===== src/qrd_pkg.sv =====
// types, constants and arithmetic helpers of the qrd-rls filter
`default_nettype none

package qrd_pkg;

  localparam int unsigned CfgIdxW  = 3;
  localparam int unsigned CfgDataW = 25;

  typedef enum logic [CfgIdxW-1:0] {
    CFG_LAMBDA = 3'd0,
    CFG_DELTA  = 3'd1,
    CFG_SKIP   = 3'd2,
    CFG_ADAPT  = 3'd3,
    CFG_DECIM  = 3'd4
  } cfg_idx_e;

  localparam logic [16:0] LambdaReset = 17'd64881;
  localparam logic [16:0] LambdaMax   = 17'd65536;
  localparam logic [24:0] DeltaReset  = 25'd65536;
  localparam logic [24:0] DeltaMax    = 25'd19660800;
  localparam logic [8:0]  DecimMax    = 9'd256;
  localparam logic [16:0] SkipCntMax  = 17'h1ffff;

  localparam logic signed [31:0] Max32 = 32'sh7fffffff;
  localparam logic signed [31:0] Min32 = 32'sh80000000;
  localparam logic signed [31:0] One16 = 32'sd65536;

  typedef struct packed {
    logic               op;
    logic signed [31:0] sample;
    logic signed [31:0] desired;
  } in_beat_t;

  typedef struct packed {
    logic signed [31:0] filtered_output;
    logic signed [31:0] error_output;
  } out_beat_t;

  typedef struct packed {
    logic        start;
    logic        sqrt_sel;
    logic [63:0] rad;
    logic [47:0] num;
    logic [31:0] den;
  } arith_req_t;

  typedef struct packed {
    logic        done;
    logic [31:0] root;
    logic [47:0] quo;
  } arith_rsp_t;

  function automatic logic signed [31:0] sat32(input logic signed [63:0] v);
    logic signed [63:0] hi;
    logic signed [63:0] lo;
    hi = 64'sd2147483647;
    lo = -64'sd2147483648;
    if (v > hi) begin
      return Max32;
    end else if (v < lo) begin
      return Min32;
    end
    return v[31:0];
  endfunction

  // round half up, drop 16 fraction bits
  function automatic logic signed [63:0] rnd16(input logic signed [63:0] p);
    logic signed [63:0] t;
    t = p + 64'sd32768;
    return t >>> 16;
  endfunction

  function automatic logic [31:0] abs32(input logic signed [31:0] v);
    logic signed [31:0] n;
    n = -v;
    return v[31] ? n : v;
  endfunction

endpackage

`default_nettype wire


===== src/qrd_arith.sv =====
// shared iterative unit: integer square root and unsigned division
`default_nettype none

module qrd_arith (
  input  wire logic                clk_i,
  input  wire logic                rst_ni,
  input  wire qrd_pkg::arith_req_t req_i,
  output qrd_pkg::arith_rsp_t      rsp_o
);

  logic        busy_q;
  logic        done_q;
  logic        sqrt_q;
  logic [5:0]  cnt_q;
  logic [63:0] wk_q;
  logic [33:0] rem_q;
  logic [31:0] root_q;
  logic [31:0] den_q;

  logic [35:0] sq_sh;
  logic [35:0] sq_trial;
  logic        sq_ge;
  logic [32:0] dv_sh;
  logic        dv_ge;

  always_comb begin
    sq_sh    = {rem_q, wk_q[63:62]};
    sq_trial = {2'b00, root_q, 2'b01};
    sq_ge    = sq_sh >= sq_trial;
    dv_sh    = {rem_q[31:0], wk_q[47]};
    dv_ge    = dv_sh >= {1'b0, den_q};
  end

  always_ff @(posedge clk_i or negedge rst_ni) begin
    if (!rst_ni) begin
      busy_q <= 1'b0;
      done_q <= 1'b0;
      cnt_q  <= '0;
    end else begin
      done_q <= 1'b0;
      if (req_i.start) begin
        busy_q <= 1'b1;
        cnt_q  <= req_i.sqrt_sel ? 6'd31 : 6'd47;
      end else if (busy_q) begin
        cnt_q <= cnt_q - 6'd1;
        if (cnt_q == 6'd0) begin
          busy_q <= 1'b0;
          done_q <= 1'b1;
        end
      end
    end
  end

  always_ff @(posedge clk_i) begin
    if (req_i.start) begin
      sqrt_q <= req_i.sqrt_sel;
      wk_q   <= req_i.sqrt_sel ? req_i.rad : {16'd0, req_i.num};
      den_q  <= req_i.den;
      rem_q  <= '0;
      root_q <= '0;
    end else if (busy_q) begin
      if (sqrt_q) begin
        rem_q  <= sq_ge ? 34'(sq_sh - sq_trial) : sq_sh[33:0];
        root_q <= {root_q[30:0], sq_ge};
        wk_q   <= {wk_q[61:0], 2'b00};
      end else begin
        rem_q  <= {2'b00, (dv_ge ? 32'(dv_sh - {1'b0, den_q}) : dv_sh[31:0])};
        wk_q   <= {wk_q[62:0], dv_ge};
      end
    end
  end

  assign rsp_o.done = done_q;
  assign rsp_o.root = root_q;
  assign rsp_o.quo  = wk_q[47:0];

endmodule

`default_nettype wire


===== config.mk =====
export PLATFORM = sky130hd
export DESIGN_NAME = qrd_arith
export DESIGN_NICKNAME = d
export VERILOG_FILES = /design/src/qrd_pkg.sv /design/src/qrd_arith.sv
export SDC_FILE = /design/constraint.sdc
export NUM_CORES = 1
export LEC_CHECK = 0
export BUFFER_PORTS_ARGS = -buffer_cell sky130_fd_sc_hd__buf_2
export CORE_ASPECT_RATIO = 0.75
export CORE_MARGIN = 4
export CORE_UTILIZATION = 50
export CTS_CLUSTER_SIZE = 24
export DETAILED_ROUTE_END_ITERATION = 6
export PLACE_DENSITY = 0.76
export SETUP_SLACK_MARGIN = 0.4
export SLEW_MARGIN = 10
export SYNTH_ARGS = -nofsm -noshare
export SYNTH_HDL_FRONTEND = slang
export SYNTH_SLANG_ARGS = --single-unit
export TNS_END_PERCENT = 100

===== constraint.sdc =====
create_clock -name clk_i -period 2.55 [get_ports clk_i]
set_input_delay 0.255 -clock clk_i [delete_from_list [all_inputs] [get_ports clk_i]]
set_output_delay 0.255 -clock clk_i [all_outputs]
set_load 0.03 [all_outputs]

-- Yosys cells after proc, flatten, opt, wreduce, memory -nomap -nowiden
Index checks and enable logic that the tools add are counted.
- register bits after elaboration: 171
- output and inout bits: 81
- logic and storage cells: 32
- bits of input ports: 148
- magnitude comparators: 2
- muxes and demuxes: 16
- add/subtract/negate cells: 3
- reductions and logical operators: 3
- operators with widths (kind ; count):
    two-way mux 64 bit ; 4
    two-way mux 34 bit ; 2
    greater-or-equal comparator 36 x 34 -> 1 bit ; 1
    subtractor 34 bit ; 1
    greater-or-equal comparator 33 x 32 -> 1 bit ; 1
    two-way mux 32 bit ; 1
    subtractor 32 bit ; 1
    two-way mux 6 bit ; 3
    logical NOT 6 bit ; 1
    two-way mux 1 bit ; 6
    subtractor 6 x 1 -> 6 bit, second input constant ; 1
    AND reduction 2 bit ; 1
    nonzero test 2 bit ; 1

-- Depth between registers and ports, before layout
- depth in word-level cells: 4
- mapped depth: 14
- mapped depth without buffers: 12

-- Worst setup path after synthesis
Ideal clock, no wire load.
- kind: flip-flop to flip-flop
- start point: reg root_q[25]
- end point: reg rem_q[20]
- stages on the path, launching flop included: 14
- period minus slack after synthesis: 3.054 ns
- required time: 2.417 ns
- buffers on the path: 2
- path slack: -0.504 ns
- data arrival time: 2.921 ns
- setup time: 0.133 ns
- cell sequence: dfxtp_1 > inv_1 > ha_1 > clkbuf_2 > nand4_1 > nor4_2 > a211oi_1 > a311oi_1 > o21ai_1 > nand2_2 > buf_4 > mux2_2 > o21ai_0 > o32ai_1
- longest elaborated chain between the ends: 3
- RTL lines (element ; line ; source):
    start: declaration ; qrd_arith.sv:17 ; logic [31:0] root_q;
    start signal: assignment ; qrd_arith.sv:64 ; root_q <= {root_q[30:0], sq_ge};
    greater-or-equal comparator 36 x 34 -> 1 bit ; qrd_arith.sv:29 ; sq_ge = sq_sh >= sq_trial;
    two-way mux 34 bit ; qrd_arith.sv:63 ; rem_q <= sq_ge ? 34'(sq_sh - sq_trial) : sq_sh[33:0];
    two-way mux 34 bit ; qrd_arith.sv:62 ; if (sqrt_q) begin
    end signal: assignment ; qrd_arith.sv:63 ;
    end signal: assignment ; qrd_arith.sv:67 ; rem_q <= {2'b00, (dv_ge ? 32'(dv_sh - {1'b0, den_q}) : dv_sh[31:0])};
    end: declaration ; qrd_arith.sv:16 ; logic [33:0] rem_q;
No other way between the ends.
A chain may end at the register's enable or synchronous reset.

-- Worst setup path after layout
- start point: reg rem_q[4]
- end point: reg rem_q[14]
- longest elaborated chain between the ends: 3
- elaborated cells on any way between the ends: 7
- classes of those cells: 2 x add/sub; 2 x order compare; 3 x mux
- RTL lines (element ; line):
    subtractor 34 bit, or another cell as far along ; qrd_arith.sv:63
    two-way mux 34 bit or two-way mux 32 bit (tied branches) ; qrd_arith.sv:63, qrd_arith.sv:67
    two-way mux 34 bit * ; qrd_arith.sv:62
Every way passes the cells marked *; elsewhere a longest branch is shown, timed or not.

==> run metrics <==
largest cells by area after synthesis=edfxtp_1 23%, dfxtp_1 10%, ha_1 6.7%; DR pass1 iterations=6; Post-synth top cells=159 x nand2_1, 154 x a21oi_1, 97 x edfxtp_1; die height=146 µm; Placer Congestion=0.990; violated checks=negative setup slack; largest net degree at the start of global routing=119; arrival time at the worst endpoint=3260 ps; layout cells sized above 1=40.6%; Post-DP HPWL=31500 µm; Worst-path clk slew=70 ps; grt met3 use=7.58%; CTS buffer count=17; Critical Path Start Type=register; total core area=25000 µm²; Die Width=192 µm; power per cell area=roughly 1300 nW/µm²; Worst Hold Depth=1; grt met1 use=45.1%; total of max-cap violations=0; setup violators final=36; CTS tree=built; most used cell along the critical path=buf_4; Leakage Power=~8.1 nW; PortBufs=around 230; most common cell in the netlist=nand2_1; routed vias=13100; Root Buffer=clkbuf_16; EDFF count, synth=97; All-Layer GR Usage=between 20% and 30%; DRT Wirelength=43500 µm; Buf/Inv on CP=3; Starting DRT DRC Count=roughly 1600; placed cells=2200; Min Hold Slack=6.73 ps; WL/cell=18.9 µm; Hold EP=den_q[19]$_DFFE_PP_; Max Fanout on Critical Path=9; H-tree depth=4; Register-to-Register Path Depth=13; drc violations=0; Max Freq=340 MHz; Antenna Nets Post-Route=0; yosys warns=0; RSZ-0062 raised after global routing=yes; hold crit path type=input port to register; fin crit share=115%; Syn Inst Count=1483; setup slack after layout=-388 ps; CP Class=register to register; Syn Area/Cell=8.55 µm²; filler cell count=~1800; initial antenna violation count=1; die area=28000 µm²; Remaining Overflow, GRT=0; maximum vdd drop=0.000798 V; status=finished with violations; post-synthesis cell area=12700 µm²; Synth Register Bits=around 170; Slew HR=~58%; GR peak layer=met1; clk_lat worst skew=460 ps; maximum root-to-sink buffer count=2; Critical Path End Type=register; GR Layer Usage met2=41.8%; area share of the largest cell type after synthesis=23.0%; Starting Density=50.8%; register area share after synthesis=35.0%; crit path cell chain=ha_2 -> buf_4 -> o21ai_1 -> o21bai_2 -> o211ai_1 -> a21oi_2 -> o21ai_2 -> nand2_2 -> buf_12 -> buf_4 -> mux2i_1 -> o21ai_0 -> o32ai_2; Main synth FF type=edfxtp_1; r2r setup slk=-390 ps; vias in the first global route=12300; worst-margin pin slew=636 ps; Final Non-Filler Cells=2296; max-slew violation count=0; Setup Skew=15.6 ps; Slowest cell on crit path=dfxtp_2; Worst Path Required=2880 ps; CTS Sinks=171; vias per inst=5.72; reg2reg start=rem_q[4]$_SDFFE_PP0P_; slowest cell delay on critical path=420 ps; HP Start=req_i[19]; Synth-to-Final Area Change=43.2%; # rows=50; syn_nets=1700; delay-heaviest family, CP=compound AO/OA/AOI/OAI gates; first-pass GRT wire length=67000 µm; I/O Pins=229; share of synthesized registers carrying an async set or reset=4.68%; fin nets=2161; synth unique cells=74; final hold vios=0; post-layout min period=2940 ps; largest area contributor in the netlist=edfxtp_1; RR Endpoint=rem_q[14]$_SDFFE_PP0P_; Layout Utilization=72.8%
timing repair:
action | 4_1_cts | 5_1_grt
buffers inserted | 17 | 11
cloned | 5 | 0
endpoints found under the setup margin | 36 | 36
hold buffers | 30 | 0
hold endpoints to repair | 37 | 0
pin swaps | 28 | 25
resized for setup | 141 | 59
stage by stage:
| stage | power [mW] | setup TNS [ps] | worst slack [ps] | instance area [µm²] |
|---|---|---|---|---|
| 3_3_place_gp | 17.0 | -8960 | -396 | 16100 |
| 3_5_place_dp | 17.2 | -11580 | -441 | 16100 |
| 6_report | 23.1 | -10690 | -388 | 18200 |
| 2_1_floorplan | 11.9 | -2900 | -197 | 13000 |
| 5_1_grt | 24.3 | -13550 | -476 | 18200 |
| 4_1_cts | 21.6 | -7490 | -272 | 17800 |
how the worst max path moves through the flow:
stage / start / to / cells after the start
final: rem_q[4]$_SDFFE_PP0P_ / rem_q[14]$_SDFFE_PP0P_ / 13
after global routing: den_q[1]$_DFFE_PP_ / rem_q[10]$_SDFFE_PP0P_ / 13
after CTS: den_q[12]$_DFFE_PP_ / rem_q[10]$_SDFFE_PP0P_ / 12
after detailed placement: den_q[12]$_DFFE_PP_ / rem_q[9]$_SDFFE_PP0P_ / 12
after global placement: den_q[0]$_DFFE_PP_ / rem_q[28]$_SDFFE_PP0P_ / 12
after floorplan: root_q[26]$_SDFFE_PP0P_ / rem_q[20]$_SDFFE_PP0P_ / 13
flip-flops by register name (all words and copies together), names as in the netlist:
| name | cells |
|---|---|
| root_q | 32 |
| done_q | 1 |
| sqrt_q | 1 |
| busy_q | 1 |
| den_q | 32 |
| rem_q | 34 |
| cnt_q | 6 |
| wk_q | 64 |
cell type report:
cell class | instances | area (µm²) | area share (%)
antenna | 1 | 2.50 | 0.0138
clock inverter | 15 | 154 | 0.847
multi-input combinational | 1076 | 8050 | 44.3
clock buffer | 17 | 425 | 2.34
timing repair buffer | 585 | 4200 | 23.1
tap | 338 | 423 | 2.33
inverter | 93 | 353 | 1.94
sequential | 171 | 4560 | 25.1
routing by layer:
layer / part of all wire (%) / up-vias / routed length [µm]
met4: 2.3 / 2 / 989
met3: 9.3 / 94 / 4040
met5: 0.030 / - / 13
met1: 46 / 6115 / 20100
li1: - / 6265 / -
met2: 42 / 650 / 18400
placed cells by master (no fill, tap or decap), drive strengths merged, types with 23 or more instances in the layout:
cell / instances
a21oi: 154
a21o: 39
inv: 99
edfxtp: 97
nor2: 70
buf: 555
ha: 68
nand2: 160
dfxtp: 66
o21ai: 76
a211oi: 71
nor2b: 56
xnor2: 41
mux2i: 71
nor3: 23
dlygate4sd3: 30
worst reg2reg max path: cells and delay by family (launching register included):
family	cells	cell delay, ps
adder cells (fa/ha/maj)	1	310
multiplexers	1	110
AO/OA/AOI/OAI	7	1350
AND/OR/NAND/NOR	1	150
buffers and inverters	3	480
flip-flops	1	420
power by group:
part,switching [mW],total [mW],internal (mW)
clock network,1.34,2.65,1.30
registers,0.659,4.07,3.41
logic,8.23,16.4,8.18
total,10.2,23.1,12.9
logic make-up (layout without fill, tap and decap cells):
logic type	after synthesis	in the layout	share of synthesized area, %
muxes	81	81	6.49
xor gates and xnor gates	62	62	4.28
adders and majority gates	69	69	6.87
AOI/OAI and AO/OA	459	459	23.2
DFF	171	171	35.0
and+or+nand+nor	405	405	15.4
other	0	1	0
buffers and inverters	236	710	8.79
No activity file was read; power rests on OpenSTA's default activity.
